`config.mk`:
```
export PLATFORM = sky130hd
export DESIGN_NAME = mp2d_pos
export DESIGN_NICKNAME = d
export VERILOG_FILES = /design/src/design/mp2d_pkg.sv /design/src/design/mp2d_pos.sv
export SDC_FILE = /design/constraint.sdc
export NUM_CORES = 1
export LEC_CHECK = 0
export ABC_AREA = 1
export BUFFER_PORTS_ARGS = -buffer_cell sky130_fd_sc_hd__buf_2
export CAP_MARGIN = 10
export CORE_AREA = 2 2 120 122
export CTS_BUF_LIST = sky130_fd_sc_hd__clkbuf_16
export DETAILED_ROUTE_END_ITERATION = 8
export DIE_AREA = 0 0 122 124
export GPL_ROUTABILITY_DRIVEN = 0
export GPL_TIMING_DRIVEN = 0
export PLACE_DENSITY = 0.78
export SETUP_SLACK_MARGIN = 0.5
export SLEW_MARGIN = 0
export SYNTH_ARGS = -nofsm -noshare
export SYNTH_HDL_FRONTEND = slang
export SYNTH_SLANG_ARGS = --single-unit
```
`constraint.sdc`:
```
create_clock -name clk -period 3.5 [get_ports clk]
set_input_delay 0.525 -clock clk [delete_from_list [all_inputs] [get_ports clk]]
set_output_delay 0.525 -clock clk [all_outputs]
set_load 0.02 [all_outputs]
```
`src/design/mp2d_pkg.sv`:
```
// Shared types, register codes and constants for the streaming max-pool block.
// No dependencies; used by every module of the block.
`default_nettype none

package mp2d_pkg;

	// default sizing for the top level parameters
	localparam int DEF_MAX_WIDTH   = 1024;
	localparam int DEF_MAX_KERNEL  = 8;
	localparam int DEF_SAMPLE_BITS = 16;

	// fixed limits on frame height and channel count
	localparam int DIM_LIMIT = 1024;

	// field widths
	localparam int CFG_BITS   = 11;
	localparam int IDX_BITS   = 3;
	localparam int KREG_BITS  = 4;
	localparam int COORD_BITS = 10;
	localparam int OFS_BITS   = 3;
	localparam int POOL_BITS  = 15;
	localparam int CLAMP_BITS = 13;

	// register values after reset
	localparam int RST_KERNEL   = 2;
	localparam int RST_FRAME    = 64;
	localparam int RST_CHANNELS = 1;

	// configuration register indexes
	typedef enum logic [IDX_BITS-1:0] {
		REG_KERNEL_X      = 3'd0,
		REG_KERNEL_Y      = 3'd1,
		REG_FRAME_WIDTH   = 3'd2,
		REG_FRAME_HEIGHT  = 3'd3,
		REG_CHANNEL_COUNT = 3'd4
	} cfg_reg_t;

	// window position of one sample, from the position tracker to the datapath
	typedef struct packed {
		logic                  in_win;
		logic                  first;
		logic                  last;
		logic [OFS_BITS-1:0]   dx;
		logic [OFS_BITS-1:0]   dy;
		logic [COORD_BITS-1:0] wy;
		logic [COORD_BITS-1:0] chan;
	} win_tag_t;

	// zero acts as one, values above hi saturate at hi
	function automatic logic [CLAMP_BITS-1:0] clamp_dim(input logic [CFG_BITS-1:0] v,
			input logic [CLAMP_BITS-1:0] hi);
		logic [CLAMP_BITS-1:0] ext;
		ext = CLAMP_BITS'(v);
		if (v == '0) begin
			return CLAMP_BITS'(1);
		end else if (ext > hi) begin
			return hi;
		end else begin
			return ext;
		end
	endfunction

endpackage

`default_nettype wire

```
`src/design/mp2d_pos.sv`:
```
// Configuration registers and frame position tracking for the max-pool block.
// Depends on mp2d_pkg; tracks window coordinates incrementally, no dividers.
`default_nettype none

module mp2d_pos #(
	parameter int MAX_WIDTH  = mp2d_pkg::DEF_MAX_WIDTH,
	parameter int MAX_KERNEL = mp2d_pkg::DEF_MAX_KERNEL
) (
	input  wire logic                              clk,
	input  wire logic                              arst_n,
	input  wire logic                              cfg_valid,
	input  wire logic [mp2d_pkg::IDX_BITS-1:0]     cfg_index,
	input  wire logic [mp2d_pkg::CFG_BITS-1:0]     cfg_data,
	input  wire logic                              step,
	output mp2d_pkg::win_tag_t                     tag,
	output logic [$clog2(MAX_WIDTH)-1:0]           wx
);
	import mp2d_pkg::*;

	localparam int COL_BITS = $clog2(MAX_WIDTH);
	localparam int WB       = $clog2(MAX_WIDTH + 1);
	localparam int KB       = $clog2(MAX_KERNEL + 1);
	localparam int DXB      = $clog2(MAX_KERNEL);
	localparam int CB       = $clog2(DIM_LIMIT + 1);
	localparam int RB       = $clog2(DIM_LIMIT);
	localparam int SB       = (WB > KB ? WB : KB) + 1;
	localparam int RSB      = (CB > KB ? CB : KB) + 1;

	// clamped configuration
	logic [KB-1:0]       kx_q, ky_q;
	logic [WB-1:0]       w_q;
	logic [CB-1:0]       h_q, c_q;

	// position of the next sample
	logic [COL_BITS-1:0] col_q, wx_q, base_q;
	logic [DXB-1:0]      dx_q, dy_q;
	logic [RB-1:0]       row_q, wy_q, rbase_q, chan_q;

	logic col_end, row_end, chan_end, dx_end, dy_end, cfg_hit;

	// end-of-run detection
	assign col_end  = (WB'(col_q) + WB'(1)) >= w_q;
	assign row_end  = (CB'(row_q) + CB'(1)) >= h_q;
	assign chan_end = (CB'(chan_q) + CB'(1)) >= c_q;
	assign dx_end   = KB'(dx_q) == (kx_q - KB'(1));
	assign dy_end   = KB'(dy_q) == (ky_q - KB'(1));

	// a write to an index past the list changes nothing
	always_comb begin
		unique case (cfg_index)
			REG_KERNEL_X, REG_KERNEL_Y, REG_FRAME_WIDTH,
			REG_FRAME_HEIGHT, REG_CHANNEL_COUNT: cfg_hit = cfg_valid;
			default: cfg_hit = 1'b0;
		endcase
	end

	// tag for the sample now at the input
	always_comb begin
		tag.in_win = (SB'(base_q) + SB'(kx_q) <= SB'(w_q))
			&& (RSB'(rbase_q) + RSB'(ky_q) <= RSB'(h_q));
		tag.first  = (dx_q == '0) && (dy_q == '0);
		tag.last   = dx_end && dy_end;
		tag.dx     = OFS_BITS'(dx_q);
		tag.dy     = OFS_BITS'(dy_q);
		tag.wy     = COORD_BITS'(wy_q);
		tag.chan   = COORD_BITS'(chan_q);
	end
	assign wx = wx_q;

	// configuration registers
	always_ff @(posedge clk or negedge arst_n) begin
		if (!arst_n) begin
			kx_q <= KB'(clamp_dim(CFG_BITS'(RST_KERNEL), CLAMP_BITS'(MAX_KERNEL)));
			ky_q <= KB'(clamp_dim(CFG_BITS'(RST_KERNEL), CLAMP_BITS'(MAX_KERNEL)));
			w_q  <= WB'(clamp_dim(CFG_BITS'(RST_FRAME), CLAMP_BITS'(MAX_WIDTH)));
			h_q  <= CB'(clamp_dim(CFG_BITS'(RST_FRAME), CLAMP_BITS'(DIM_LIMIT)));
			c_q  <= CB'(clamp_dim(CFG_BITS'(RST_CHANNELS), CLAMP_BITS'(DIM_LIMIT)));
		end else if (cfg_valid) begin
			unique case (cfg_index)
				REG_KERNEL_X: kx_q <= KB'(clamp_dim(CFG_BITS'(cfg_data[KREG_BITS-1:0]),
					CLAMP_BITS'(MAX_KERNEL)));
				REG_KERNEL_Y: ky_q <= KB'(clamp_dim(CFG_BITS'(cfg_data[KREG_BITS-1:0]),
					CLAMP_BITS'(MAX_KERNEL)));
				REG_FRAME_WIDTH: w_q <= WB'(clamp_dim(cfg_data, CLAMP_BITS'(MAX_WIDTH)));
				REG_FRAME_HEIGHT: h_q <= CB'(clamp_dim(cfg_data, CLAMP_BITS'(DIM_LIMIT)));
				REG_CHANNEL_COUNT: c_q <= CB'(clamp_dim(cfg_data, CLAMP_BITS'(DIM_LIMIT)));
				default: ;
			endcase
		end
	end

	// position counters: column fastest, then row, then channel
	always_ff @(posedge clk or negedge arst_n) begin
		if (!arst_n) begin
			col_q   <= '0;
			dx_q    <= '0;
			wx_q    <= '0;
			base_q  <= '0;
			row_q   <= '0;
			dy_q    <= '0;
			wy_q    <= '0;
			rbase_q <= '0;
			chan_q  <= '0;
		end else if (cfg_hit) begin
			col_q   <= '0;
			dx_q    <= '0;
			wx_q    <= '0;
			base_q  <= '0;
			row_q   <= '0;
			dy_q    <= '0;
			wy_q    <= '0;
			rbase_q <= '0;
			chan_q  <= '0;
		end else if (step) begin
			if (col_end) begin
				col_q  <= '0;
				dx_q   <= '0;
				wx_q   <= '0;
				base_q <= '0;
				if (row_end) begin
					row_q   <= '0;
					dy_q    <= '0;
					wy_q    <= '0;
					rbase_q <= '0;
					chan_q  <= chan_end ? '0 : chan_q + RB'(1);
				end else begin
					row_q <= row_q + RB'(1);
					if (dy_end) begin
						dy_q    <= '0;
						wy_q    <= wy_q + RB'(1);
						rbase_q <= rbase_q + RB'(ky_q);
					end else begin
						dy_q <= dy_q + DXB'(1);
					end
				end
			end else begin
				col_q <= col_q + COL_BITS'(1);
				if (dx_end) begin
					dx_q   <= '0;
					wx_q   <= wx_q + COL_BITS'(1);
					base_q <= base_q + COL_BITS'(kx_q);
				end else begin
					dx_q <= dx_q + DXB'(1);
				end
			end
		end
	end

endmodule

`default_nettype wire

```
Word level (Yosys, flattened, before mapping)
Index checks and enable logic that the tools add are counted.
{"block": "word_totals", "regBits": 117, "wordCells": 110}
{"block": "op_classes", "add_sub_neg": 16, "n_lt_le_gt_ge": 7, "n_eq_ne": 6, "muxes": 44, "n_reduce_logical": 23}
{"cell": "2-to-1 mux 10 bit", "n": 30}
{"cell": "adder 10 x 1 -> 10 bit, second input constant", "n": 5}
{"cell": "adder 10 x 1 -> 11 bit, second input constant", "n": 3}
{"cell": ">= comparator 11 bit", "n": 3}
{"cell": "2-to-1 mux 3 bit", "n": 9}
{"cell": "adder 10 x 4 -> 11 bit", "n": 2}
{"cell": "less-or-equal comparator 11 bit", "n": 2}
{"cell": "2-to-1 mux 11 bit", "n": 2}
{"cell": "adder 10 x 4 -> 10 bit", "n": 2}
{"cell": "AND reduction 2 bit", "n": 7}
{"cell": "> comparator 11 bit, second input constant", "n": 1}
{"cell": "logical NOT 11 bit", "n": 1}
{"cell": "logical NOT 3 bit", "n": 3}
{"cell": "equality test 3 x 4 -> 1 bit", "n": 2}
{"cell": "2-to-1 mux 4 bit", "n": 2}
{"cell": "subtractor 4 x 1 -> 4 bit, second input constant", "n": 2}
{"cell": "adder 3 x 1 -> 3 bit, second input constant", "n": 2}
{"cell": "equality test 3 x 2 -> 1 bit, second input constant", "n": 2}
{"cell": "AND reduction 3 bit", "n": 2}
{"cell": "nonzero test 2 bit", "n": 3}
{"cell": "nonzero test 3 bit", "n": 2}
{"cell": "OR reduction 5 bit", "n": 1}
{"cell": "> comparator 4 bit, second input constant", "n": 1}
{"cell": "logical NOT 4 bit", "n": 1}
{"cell": "4 further kinds", "n": 6}

Longest topological paths before layout
{"block": "depth", "ltp_word": 7, "depth_mapped": 20}

Least setup slack after synthesis
Ideal clock, no wire load.
{"block": "synth_timing", "path_kind": "register to output", "from": "register kx_q[1]", "to": "output tag[28] in the netlist's numbering", "t_arrival_ns": 2.565, "required_time_ns": 2.975, "path_slack_ns": 0.410, "stages_incl_launch_ff": 14, "n_path_buf": 0, "path_cell_list": "dfstp_2 inv_1 fa_1 o21ai_0 nand3_1 nand2_1 inv_1 ha_1 nand2_1 nor4_1 nand4_1 nand2_1 nand2_1 inv_1"}
{"item": "from (decl)", "line_no": "mp2d_pos.sv:30", "rtl": "logic [KB-1:0] kx_q, ky_q;"}
{"item": "from (signal assigned)", "line_no": "mp2d_pos.sv:73", "rtl": "kx_q <= KB'(clamp_dim(CFG_BITS'(RST_KERNEL), CLAMP_BITS'(MAX_KERNEL)));"}
{"item": "from (signal assigned)", "line_no": "mp2d_pos.sv:80", "rtl": "REG_KERNEL_X: kx_q <= KB'(clamp_dim(CFG_BITS'(cfg_data[KREG_BITS-1:0]),"}
{"item": "to (decl)", "line_no": "mp2d_pos.sv:15", "rtl": "output mp2d_pkg::win_tag_t tag,"}

==> impl_results.md <==
- Avg Cell Area, Syn: approximately 7.4 um^2
- Worst R2R Path Depth: 16
- CTS tree: done
- Pre-CTS setup slack: 119 ps
- Post-synth top flop: dfrtp_1
- Flops & latches, synth: 117
- Final Hold Vio Count: 0
- Clk root buf: clkbuf_16
- Clock Tree Buf Depth: 2
- Failing checks: setup timing
- Worst slew margin: 0.579
- Critical path's top delay family: adder cells
- Via count: a little under 8000
- Crit. End Element: output pin
- Final setup violation count: 1
- Synth area leader: dfrtp_1
- Gr ovfl total: 0
- Drt pass-1 iters: 5
- Setup Skew: roughly 3.5 ps
- Warnings, synthesis: 0
- Ports: 57
- Pleak: about 5.4 nW
- Sinks on Clock Net: 117
- Setup slack after layout: -111 ps
- P&R area growth vs syn: 22.9%
- CP endpoint: tag[28]
- PortBufs: 56
- Cell Count, Final, Fillers Out: roughly 1400
- Synthesized area: 8140 um^2
- Routed WL per cell: 15.7 um
- Crit path launch type: register
- CTS H-tree lvls: 4
- Critical path launch point: kx_q[0]
- Vias per inst: 5.55
- Crit path required time: a little under 3000 ps
- Share of cells above drive strength 1: 0.199
- Final period util: 1.03
- Peak VDD IR: 0.000399 V
- Worst hold start: cfg_data[3]
- Largest net degree at the start of global routing: 87
- Setup TNS after final layout: -111 ps
- Most numerous cell in the Yosys netlist: nand2_1
- DP HPWL: between 10000 and 15000 um
- Placed Cells: 1344
- CP peak stage delay: between 300 and 400 ps
- Critical path's slowest cell: fa_2
- Count of cell types in the netlist: 43
- Multi-input gate area: roughly 4900 um^2
- Critical path buffers and inverters: 4
- Core ar.: around 14000 um^2
- Die area: roughly 15000 um^2
- Hold Path Stages: 3
- Drt total wl: roughly 22000 um
- Initial DRC Count: about 770
- Die Height: roughly 120 um
- Rows: 43
- Reg-to-reg startpoint: col_q[1]
- Mapped Nets: about 1200
- Top cells by area, synth: dfrtp_1 34%, nand2_1 16%, ha_1 11%
- Synth cell count leaders: 340 x nand2_1, 147 x inv_1, 112 x dfrtp_1
- R2R setup slack: about 550 ps
- CP Class: register to output pin
- Register Area: about 2900 um^2
- Register area share after synthesis: 0.360
- Post-synthesis async set-or-reset flop share: 1.00
- First-pass GRT wire length: approximately 34000 um
- Starting Density: 0.593
- Number of enable flip-flop cells after synthesis: 0
- RSZ-0062 raised after global routing: true
- Antenna violations before repair: 0
- Yosys top cell area share: 0.344
- Reg2reg end: chan_q[4]
- Max cap viols: 0
- Outcome: finished, violations left
- Post-Synthesis Cells: ~1100
- Die W: around 120 um
- Worst slew pin tran: 625 ps
- Fillers: 1044
- CP max FO: 4
- Post-route DRC: 0
- HP Class: input pin to register
- Pins over their slew limit: 0
- WP depth: 17
- Clock Pin Slew Worst Setup and Hold Paths: 60 ps
- Post-route ant nets: 0
- CP cell instances: ha_2, inv_2, fa_2, o21ai_4, nand3_1, o21ai_1, nand2_1, inv_2, ha_1, nand2_1, nor2_1, nand3_1, o2111ai_2, nand2_1, nand2_2, inv_2, buf_6
- Crit path arrival time: 3090 ps
- Nets: 1316
- WHS: about 410 ps
- Max Fclk: 0.277 GHz
- Clock Latency Late Sink: 420 ps
- CTS buffer count: 17
- Power Dens Cells: approximately 580 nW/um^2
- Total track usage: 0.284
- Ant. Diodes: 0
- Vias in the first global route: about 7000
- Crit path time final: around 3600 ps
layer usage:
| metal | wire (um) | vias up | GRT usage |
|---|---|---|---|
| li1 | - | 3789 | - |
| met3 | 1440 | 62 | 0.0522 |
| met4 | 696 | 0 | 0.116 |
| met1 | 9550 | 3689 | 0.374 |
| met2 | 10600 | 316 | 0.465 |
| met5 | 0 | - | 0 |
layout by cell type (no fill, tap or decap), drive strengths merged:
master       count
bufinv           3
dlygate4sd3      1
nand3b           5
clkinvlp         2
or2              3
inv            155
clkinv           8
nand3           97
nand4           25
and3             1
dfstp            5
a21oi           29
nand2          345
clkbuf          23
a31o             1
buf            113
o21a             1
a21o             3
ha              74
o21ai           54
fa               2
xnor2           11
xor2            32
o22ai            7
o2111ai          2
o21bai           2
nor3            12
nor2           101
nor4             5
mux2             1
dfrtp          112
layout make-up:
cell class	instances	share of cell area
plain buffers	25	0.0175
clock buffers	17	0.0425
clock inverters	15	0.0148
inverters	153	0.0576
multi-input cells	813	0.486
flip-flops and latches	117	0.294
well taps	180	0.0225
repair buffers	95	0.0650
sequential cells by signal, summed over array words and instances (netlist names), 4 cells and up:
register	count
c_q	11
rbase_q	10
wy_q	10
ky_q	4
row_q	10
w_q	11
base_q	10
chan_q	10
h_q	11
wx	10
kx_q	4
col_q	10
worst register-to-register path: cells and delay by family, from the launching register on:
| kind | cells | cell delay, ps |
|---|---|---|
| flip-flops | 1 | 380 |
| buffers and inverters | 2 | 310 |
| AND/OR/NAND/NOR | 11 | 1480 |
| AO/OA/AOI/OAI | 1 | 210 |
| adder cells (fa/ha/maj) | 2 | 490 |
stage by stage:
step,power (W),utilization,instance area [um^2]
final,0.00582,0.729,10000
after detailed placement,0.00368,0.633,8680
after CTS,0.00549,0.687,9430
after global placement,0.00362,0.630,8650
after floorplan,0.00314,-,8140
after global routing,0.00617,0.729,10000
where the power goes:
| part | switching (W) | internal (W) | total, W |
|---|---|---|---|
| registers | 0.000235 | 0.00157 | 0.00181 |
| clock network | 0.000626 | 0.00109 | 0.00172 |
| logic | 0.00139 | 0.000906 | 0.00229 |
repair_timing:
action / in CTS / in global routing
pin swaps: 14 / 34
hold buffers: 1 / 0
setup endpoints to repair: 46 / 78
buffers inserted: 11 / 25
cloned: 0 / 2
resized for setup: 23 / 80
hold endpoints to repair: 20 / 0
worst min path at each step:
stage | end
finish | ky_q[3]
global route | w_q[6]
CTS | ky_q[3]
detailed placement | chan_q[8]
global placement | base_q[2]
floorplan | base_q[0]
kinds of logic after synthesis:
logic type | synth area share
adders and majority gates | 0.119
AOI/OAI and AO/OA | 0.0652
xor gates and xnor gates | 0.0463
muxes | 0.00138
and+or+nand+nor | 0.319
buffers and inverters | 0.0890
DFF | 0.360
No activity file was read; power rests on OpenSTA's default activity.
